==> src/rtl/core/signed_int_to_decimal_ascii_macros.svh <==
// assertion macros for the decimal text converter
`ifndef SIGNED_INT_TO_DECIMAL_ASCII_MACROS_SVH
`define SIGNED_INT_TO_DECIMAL_ASCII_MACROS_SVH

// antecedent holds, consequent must hold on the next clock
`define SIDA_ASSERT_NEXT(lbl, clk, rst, ante, cons, msg) \
  lbl: assert property (@(posedge clk) disable iff (rst) (ante) |=> (cons)) \
    else $error(msg);

// antecedent holds, consequent must hold on the same clock
`define SIDA_ASSERT_SAME(lbl, clk, rst, ante, cons, msg) \
  lbl: assert property (@(posedge clk) disable iff (rst) (ante) |-> (cons)) \
    else $error(msg);

`endif

==> src/rtl/core/sida_pkg.sv <==
// constants and helpers for the decimal text converter
`default_nettype none

package sida_pkg;

  localparam int DEFAULT_VALUE_BITS = 32;

  localparam logic [6:0] CHAR_ZERO  = 7'h30;
  localparam logic [6:0] CHAR_MINUS = 7'h2D;

  // decimal digits needed for the largest magnitude, 2^(bits-1)
  function automatic int dec_digits(input int bits);
    logic [64:0] v;
    int          n;
    v = 65'd1 << (bits - 1);
    n = 0;
    while (v != 65'd0) begin
      v = v / 10;
      n = n + 1;
    end
    return n;
  endfunction

endpackage

`default_nettype wire

==> src/rtl/core/signed_int_to_decimal_ascii.sv <==
// signed binary to decimal ascii text converter, top level
//
// Converts a signed two's complement value into its decimal text, one character per
// strobe, most significant first, with a leading '-' for negative values and no
// leading zeros. A value is taken when start is high and busy is low. The magnitude
// passes through a sign and magnitude stage and VALUE_BITS shift-and-add-3 stages,
// one input bit each, VALUE_BITS + 1 register stages in all. The serialiser and its
// output register add two more before the first character appears. Characters then
// leave at one per cycle from a single character serialiser, and the text of each value
// is 1 to 11 characters long at 32 bits. The serialiser sets the sustained rate; the
// pipeline buffers up to VALUE_BITS + 1 further values and busy rises only when it is
// full. The receiver cannot stall: every strobe is a transfer.
`default_nettype none

`include "signed_int_to_decimal_ascii_macros.svh"

module signed_int_to_decimal_ascii #(
  parameter int VALUE_BITS = sida_pkg::DEFAULT_VALUE_BITS
) (
  input  wire logic                         clk,
  input  wire logic                         rst,
  input  wire logic                         start,
  output      logic                         busy,
  input  wire logic signed [VALUE_BITS-1:0] value,
  output      logic                         strobe,
  output      logic [6:0]                   ascii_char,
  output      logic                         last_char
);

  localparam int DIGITS = sida_pkg::dec_digits(VALUE_BITS);
  localparam int BCD_W  = 4 * DIGITS;
  localparam int IDX_W  = $clog2(DIGITS);
  localparam int STAGES = VALUE_BITS + 1;

  // pipeline stage registers
  logic [BCD_W-1:0]      bcd_q [STAGES];
  logic [VALUE_BITS-1:0] mag_q [STAGES];
  logic [STAGES-1:0]     neg_q;
  logic [STAGES-1:0]     vld_q;
  logic [STAGES:0]       ready;

  // serialiser state
  logic             active;
  logic             sign_pend;
  logic [BCD_W-1:0] ser_bcd;
  logic [IDX_W-1:0] idx;
  logic [IDX_W-1:0] lead;
  logic             emit_last;
  logic [3:0]       cur_digit;
  logic [VALUE_BITS-1:0] value_u;
  logic [VALUE_BITS-1:0] mag_in;
  logic             accept;

  assign accept    = start && !busy;
  assign value_u   = value;
  assign mag_in    = value_u[VALUE_BITS-1] ? (~value_u + 1'b1) : value_u;
  assign emit_last = active && !sign_pend && (idx == '0);
  assign ready[STAGES] = !active || emit_last;
  assign busy      = !ready[0];
  assign cur_digit = ser_bcd[idx*4 +: 4];

  for (genvar k = 0; k < STAGES; k++) begin : g_ready
    assign ready[k] = !vld_q[k] || ready[k+1];
  end

  // sign and magnitude stage
  always_ff @(posedge clk) begin
    if (rst) begin
      vld_q[0] <= 1'b0;
    end else if (ready[0]) begin
      vld_q[0] <= accept;
    end
    if (ready[0] && accept) begin
      bcd_q[0] <= '0;
      mag_q[0] <= mag_in;
      neg_q[0] <= value_u[VALUE_BITS-1];
    end
  end

  // shift-and-add-3 stages, one magnitude bit each
  for (genvar s = 1; s < STAGES; s++) begin : g_dabble
    logic [BCD_W-1:0] corr;

    always_comb begin
      for (int j = 0; j < DIGITS; j++) begin
        if (bcd_q[s-1][j*4 +: 4] >= 4'd5) begin
          corr[j*4 +: 4] = bcd_q[s-1][j*4 +: 4] + 4'd3;
        end else begin
          corr[j*4 +: 4] = bcd_q[s-1][j*4 +: 4];
        end
      end
    end

    always_ff @(posedge clk) begin
      if (rst) begin
        vld_q[s] <= 1'b0;
      end else if (ready[s]) begin
        vld_q[s] <= vld_q[s-1];
      end
      if (ready[s] && vld_q[s-1]) begin
        bcd_q[s] <= {corr[BCD_W-2:0], mag_q[s-1][VALUE_BITS-1]};
        mag_q[s] <= {mag_q[s-1][VALUE_BITS-2:0], 1'b0};
        neg_q[s] <= neg_q[s-1];
      end
    end
  end

  // most significant nonzero digit
  always_comb begin
    lead = '0;
    for (int j = 0; j < DIGITS; j++) begin
      if (bcd_q[STAGES-1][j*4 +: 4] != 4'd0) begin
        lead = IDX_W'(j);
      end
    end
  end

  // character serialiser with registered outputs
  always_ff @(posedge clk) begin
    if (rst) begin
      active <= 1'b0;
      strobe <= 1'b0;
    end else begin
      strobe <= active;
      if (ready[STAGES] && vld_q[STAGES-1]) begin
        active <= 1'b1;
      end else if (emit_last) begin
        active <= 1'b0;
      end
    end
    if (active) begin
      ascii_char <= sign_pend ? sida_pkg::CHAR_MINUS
                              : (sida_pkg::CHAR_ZERO + {3'b000, cur_digit});
      last_char  <= emit_last;
    end
    if (ready[STAGES] && vld_q[STAGES-1]) begin
      ser_bcd   <= bcd_q[STAGES-1];
      idx       <= lead;
      sign_pend <= neg_q[STAGES-1];
    end else if (active) begin
      if (sign_pend) begin
        sign_pend <= 1'b0;
      end else begin
        idx <= idx - 1'b1;
      end
    end
  end

  // text of one value leaves without gaps
  `SIDA_ASSERT_NEXT(a_text_contiguous, clk, rst, strobe && !last_char, strobe,
    "character stream broke before the last character")
  // a minus sign is never the final character
  `SIDA_ASSERT_SAME(a_sign_not_last, clk, rst,
    strobe && (ascii_char == sida_pkg::CHAR_MINUS), !last_char,
    "minus sign flagged as last character")
  // a transfer always lands in the first stage
  `SIDA_ASSERT_NEXT(a_accept_lands, clk, rst, accept, vld_q[0],
    "accepted value missing from first stage")
  // busy only when the first stage is occupied
  `SIDA_ASSERT_SAME(a_busy_full, clk, rst, busy, vld_q[0],
    "busy raised with an empty first stage")

endmodule

`default_nettype wire

==> config.mk <==
export PLATFORM = sky130hd
export DESIGN_NAME = signed_int_to_decimal_ascii
export DESIGN_NICKNAME = d
export VERILOG_FILES = /design/src/rtl/core/sida_pkg.sv /design/src/rtl/core/signed_int_to_decimal_ascii.sv
export VERILOG_INCLUDE_DIRS = /design/src /design/src/rtl/core
export SDC_FILE = /design/constraint.sdc
export NUM_CORES = 2
export LEC_CHECK = 0
export BUFFER_PORTS_ARGS = -buffer_cell sky130_fd_sc_hd__buf_2
export CELL_PAD_IN_SITES_DETAIL_PLACEMENT = 0
export CELL_PAD_IN_SITES_GLOBAL_PLACEMENT = 1
export CORE_ASPECT_RATIO = 1.1
export CORE_MARGIN = 3
export CORE_UTILIZATION = 53
export CTS_CLUSTER_DIAMETER = 100
export DETAILED_ROUTE_END_ITERATION = 7
export PLACE_DENSITY = 0.75
export SETUP_SLACK_MARGIN = 0.2
export SLEW_MARGIN = 10
export SYNTH_ARGS = -nofsm -noshare
export SYNTH_HDL_FRONTEND = slang
export SYNTH_SLANG_ARGS = --single-unit
==> constraint.sdc <==
create_clock -name clk -period 8.13 [get_ports clk]
set_input_delay 1.626 -clock clk [delete_from_list [all_inputs] [get_ports clk]]
set_output_delay 1.626 -clock clk [all_outputs]
set_load 0.01 [all_outputs]
Word level (Yosys, flattened, before mapping). Memories as Yosys holds them, arrays and structs flattened. Cells that the tools add are included.

Div/mod/pow operators: 0. $add $sub $neg: 323. Shift operators: 1. Order comparisons: 320. Reductions and logical operators: 120. Multiply operators: 0. Equal/unequal tests: 1. Multiplexer cells: 403. Bitwise logic cells: 1.

Operators by type and width (number): 4-bit by 3-bit >= comparator with 1-bit output, second input constant (320); 4-bit two-way mux (299); 4-bit by 2-bit adder with 4-bit output, second input constant (288); 3-bit by 2-bit adder with 3-bit output, second input constant (32); 3-bit two-way mux (32); 1-bit two-way mux (71); 40-bit by 7-bit variable part select with 4-bit output (1); 1-bit logical AND (37); 1-bit zero test (36); 4-bit nonzero test (9); 1-bit logical OR (34); 32-bit by 1-bit adder with 32-bit output, second input constant (1); 32-bit two-way mux (1); 32-bit NOT (1); 6-bit by 4-bit adder with 7-bit output, first input constant (1); 4-bit zero test (1); 2-bit nonzero test (2); 4-bit by 1-bit subtractor with 4-bit output, second input constant (1); 2-bit by 1-bit inequality test with 1-bit output, second input constant (1); 2-bit AND reduction (1).

Memories: 2. Register bits after elaboration: 121. Memory bits (writable): 2376. Bits in read-only memories: 0. Bits in latches: 0. Word-level logic and storage cells: 1244.

Memory list: bcd_q (words 33, bits a word 40, rd ports 33, clocked after Yosys merged registers in 0, wr ports 33, RTL line signed_int_to_decimal_ascii.sv:36) `logic [BCD_W-1:0] bcd_q [STAGES];`; mag_q (words 33, bits a word 32, rd ports 32, clocked after Yosys merged registers in 0, wr ports 33, RTL line signed_int_to_decimal_ascii.sv:37) `logic [VALUE_BITS-1:0] mag_q [STAGES];`.

Longest topological paths before layout.
Depth in word-level cells: 41. Depth in mapped cells: 10.

Worst setup path before layout. Ideal clock, no wire load.

Kind: register -> register. From: register idx[0]. To: memory bcd_q[0][1000] in the netlist's numbering (enable). Path buffers: 3. Library setup time: 0.502 ns. Clock period less this slack: 5.610 ns. Setup slack: 2.520 ns. Stages on the path, launching flop included: 9. Data arrival time: 5.107 ns. Data required time: 7.628 ns. Path through: edfxtp_1 > clkbuf_1 > clkbuf_1 > inv_1 > ha_1 > or4b_2 > and3_1 > buf_2 > a21boi_0.

RTL lines: from (decl) (RTL line signed_int_to_decimal_ascii.sv:46) `logic [IDX_W-1:0] idx;`; from (signal assigned) (RTL line signed_int_to_decimal_ascii.sv:138) `idx <= lead;`; from (signal assigned) (RTL line signed_int_to_decimal_ascii.sv:144) `idx <= idx - 1'b1;`; to (decl) (RTL line signed_int_to_decimal_ascii.sv:36).

Final worst setup path.
From: register idx[0]. To: output busy.

Cells in the longest elaborated chain, start to end: 37.

Ends and longest elaborated chain: 4-bit zero test (RTL line signed_int_to_decimal_ascii.sv:57) `assign emit_last = active && !sign_pend && (idx == '0);`; 1-bit logical AND (RTL line signed_int_to_decimal_ascii.sv:57); 1-bit logical OR (RTL line signed_int_to_decimal_ascii.sv:58) `assign ready[STAGES] = !active || emit_last;`; 1-bit logical OR (33 in series) (RTL line signed_int_to_decimal_ascii.sv:63) `assign ready[k] = !vld_q[k] || ready[k+1];`; 1-bit zero test (RTL line signed_int_to_decimal_ascii.sv:59) `assign busy = !ready[0];`; to (decl) (RTL line signed_int_to_decimal_ascii.sv:23) `output logic busy,`.

Every way passes these cells.

==> results list <==
- Master cell of the clock root buffer: clkbuf_16
* Number of pins exceeding their max-slew limit in the final report: 0
- In this run the static leakage power is 23.5 nW.
* Area Overhead vs Synth: 12.0%
- Maximum fanout along the worst path: 14
- End of the worst register-to-register path: mag_q[0][234]
- The final number of hold-violating endpoints came to 0.
- The worst setup path is launched from a flip-flop.
- TritonCTS clock tree: done
- Summed over all layers, the global routing overflow is 0.
- Pre-CTS WS: 3.29 ns
* Insertion delay of the later-clocked pin in the worst-skew pair: 0.74 ns
- Among cell families on the critical path, the largest total delay comes from simple AND/OR/NAND/NOR gates.
- Remaining max-slew budget at the tightest pin: 0.209
* Worst supply voltage drop on vdd: 0.181 mV
- Clock network fraction of design power: 0.454
- Summing all multi-input logic gate instances after layout gives 16000 sq um.
- The cell area that synthesis handed to floorplanning was 56700 sq um.
- Peak per-stage delay on the critical path: 0.82 ns
* Die ar.: 111000 sq um
- After detailed routing, the number of remaining DRC violations is 0.
- Start-to-end type of the worst setup path: flip-flop to output port
* Combinational group share of total power: 0.005
- Final net count: 4640
* Hold path startpoint: bcd_q[0][576]
* Clock Path Buffers: 3
- Min-Delay Path Depth: 0
- For flop-to-flop paths, the worst setup slack is 4.16 ns.
* Fraction of layout instances using a drive strength above 1: 0.0741
- Cell seen most often among critical-path stages: buf_4
* Seq cells post-synth: 1327
- After floorplanning, the core was sized to cover 106000 sq um.
- In this run the count of I/O pins placed on the die edge is 45.
* Count of routing violations after the opening detailed-route iteration: 1551
* Summed negative setup slack over all endpoints: 0 ns
- At the pin with the least slew margin, the transition time is 1.18 ns.
- Hold repair after CTS inserted 0 buffers.
- Registers take 39500 sq um.
* Most used flip-flop cell after synthesis: edfxtp_1
* Initial antenna violation count: 4
- In this run, distinct cell masters in the synthesized netlist total 53.
- The number of global-route vias before repair is 28432.
* Max_cap viols: 0
- For the worst setup path, the data arrival time is 3.82 ns.
- TritonCTS sink count: 1327
* Pin count of the biggest net entering global routing: 47
- Setup repair after global routing left no endpoint under its margin.
- Aggregate global-route resource usage: 0.158
* Power density over the cells: 217 nW/um^2
- Of the total power, registers draw 0.541.
- Maximum operating frequency: 0.184 GHz
- Routability-driven placement finished with a final weighted congestion of 0.800.
- The H-tree was split into 4 levels.
- Depth of the most critical reg-to-reg path: 8
* Type of the most critical hold path: flip-flop to flip-flop
- The flow ran to the end, and the final reports show no timing, DRC or antenna violations.
- STA puts the critical path data required time at 6.50 ns.
- The synthesized design contains 1292 enable-type register cells.
* Die boundary height: 349 microns
- Fin Hold WS: 0.406 ns
- Launching point of the worst reg2reg path: idx[0]
- Dpl hpwl: 58700 microns
* Clock period minus worst slack: 5.44 ns
- Buffers added to address setup during post-CTS repair amount to 0.
- Via count of the routed design: 29048
- In the finished design, the share of the clock period the worst path needs comes to 0.670.
- Die width: 318 microns
- The first global-routing pass estimated 141000 microns of wire.
- Yosys printed 0 warnings.
- For this run, the share of the core covered by cells in the final layout is 0.600.
- The number of nets handed over by synthesis was 4449.
- Initial Utilization: 0.536
- Port-buffer cells: 42
- Final setup violation count: 0
* Per-cell via count in the routed design: 5.01
* First-pass detailed-route iteration total: 6
- The number of gates resized after CTS was 0.
* FILL cells: 8114
- Final antenna-violating net count: 0
- The number of buffers and inverters on the critical path is 4.
- Worst path setup slack after routing: 2.69 ns
* Total internal power: 11.2 mW
- Clock skew: 0.0246 ns
- Counting flops with an async set or reset pin after synthesis yields a share of 0.
* Seq/Total Area, Yosys: 0.696
- After detailed routing, the average wire length per cell comes to 14.8 microns.
* Chain of cells forming the critical path: inv_1, ha_1, nor4b_1, buf_4, nor4_1, buf_4, nand4_1, nor3_1, buf_2
* Sw Share: 0.190
* Slowest stage cell on the critical path: edfxtp_1
- Each instance of the synthesized netlist takes up on average 13.9 sq um.
* Capture endpoint of the worst hold path: bcd_q[0][617]
* Clock Pin Slew Worst Setup and Hold Paths: 0.06 ns
- Counting the buffers created by CTS gives 138.
- Counting every instance in the synthesized netlist gives 4094.
- For this design the total switching power over the nets is 2.62 mW.
- The worst setup path is captured at an output port.
- Detailed-route wire length: 85900 microns
- In this run the core area contains 125 standard-cell rows.
[Yosys cell counts, types with 9 or more instances]
cell type / instances / area share
a21oi_1: 180 / 0.016
clkbuf_1: 13 / 0.00086
dfxtp_1: 35 / 0.012
edfxtp_1: 1292 / 0.68
ha_1: 320 / 0.071
inv_1: 340 / 0.023
mux2i_1: 156 / 0.028
nand2_1: 602 / 0.040
nand2b_1: 306 / 0.034
nand3_1: 10 / 0.00088
nand4_1: 9 / 0.00099
nor2_1: 185 / 0.012
nor4_1: 12 / 0.0013
o21a_1: 16 / 0.0021
o21ai_0: 308 / 0.027
o31ai_1: 23 / 0.0030
xnor2_1: 185 / 0.029
[worst max-delay path by stage]
stage	from	to	slack, ns	depth (start not counted)
after floorplan	idx[0]	bcd_q[0][1000]	2.52	8
after global placement	idx[0]	busy	3.24	9
after detailed placement	idx[0]	busy	3.29	9
after CTS	idx[0]	busy	2.48	9
after global routing	idx[0]	busy	2.36	9
final	idx[0]	busy	2.69	9
[metrics by stage]
stage	power, mW	cell area (sq um)	cells
6_report	13.8	63600	5797
2_1_floorplan	7.63	56700	4094
3_3_place_gp	7.66	59000	5542
5_1_grt	14.2	63500	5795
4_1_cts	14.0	63500	5795
3_5_place_dp	7.66	59000	5542
[placed cells by master (no fill, tap or decap), types with 141 or more instances in the layout]
cell	netlist	layout
a21oi_1	180	177
mux2i_1	156	156
o21ai_0	308	308
nand2_1	602	602
nand2b_1	306	306
ha_1	320	320
xnor2_1	185	185
clkbuf_16	0	141
edfxtp_1	1292	1292
inv_1	340	340
nor2_1	185	185
[state kept, by name (all words and copies together), names as in the netlist, 4 cells and up]
register and cells:
idx 4, neg_q 33, bcd_q 680, mag_q 528
ascii_char 5, vld_q 33, ser_bcd 40
[kinds of logic after synthesis]
logic type,after synthesis,share of synthesized area
DFF,1327,0.696
muxes,168,0.0315
and+or+nand+nor,1165,0.0943
AOI/OAI and AO/OA,565,0.0541
buffers and inverters,361,0.0243
adders and majority gates,320,0.0706
xor gates and xnor gates,186,0.0287
other,2,0.000132
[final cells by class]
| class | count | share of cell area |
|---|---|---|
| Sequential cell | 1327 | 0.622 |
| Multi-Input combinational cell | 2406 | 0.252 |
| Clock buffer | 167 | 0.0583 |
| Clock inverter | 86 | 0.0138 |
| Tap cell | 1397 | 0.0275 |
| Timing Repair Buffer | 72 | 0.00685 |
| Antenna cell | 2 | 0.0000788 |
| Inverter | 340 | 0.0201 |
[layer usage]
layer / vias to the layer above / routed length, microns / global-route usage
met5: - / 0 / 0
met4: 0 / 1870 / 0.0535
met3: 124 / 3290 / 0.0294
met2: 385 / 44100 / 0.283
met1: 13647 / 36700 / 0.194
li1: 14892 / - / -
[power by group through the flow]
| stage | Combinational, mW | Sequential [mW] | Clock [mW] |
|---|---|---|---|
| after CTS | 0.0653 | 7.45 | 6.44 |
| after floorplan | 0.0414 | 7.59 | 0 |
| after detailed placement | 0.0651 | 7.60 | 0 |
| final | 0.0642 | 7.45 | 6.26 |
| after global routing | 0.0723 | 7.45 | 6.72 |
| after global placement | 0.0632 | 7.60 | 0 |
(Power assumes the default switching activity.)
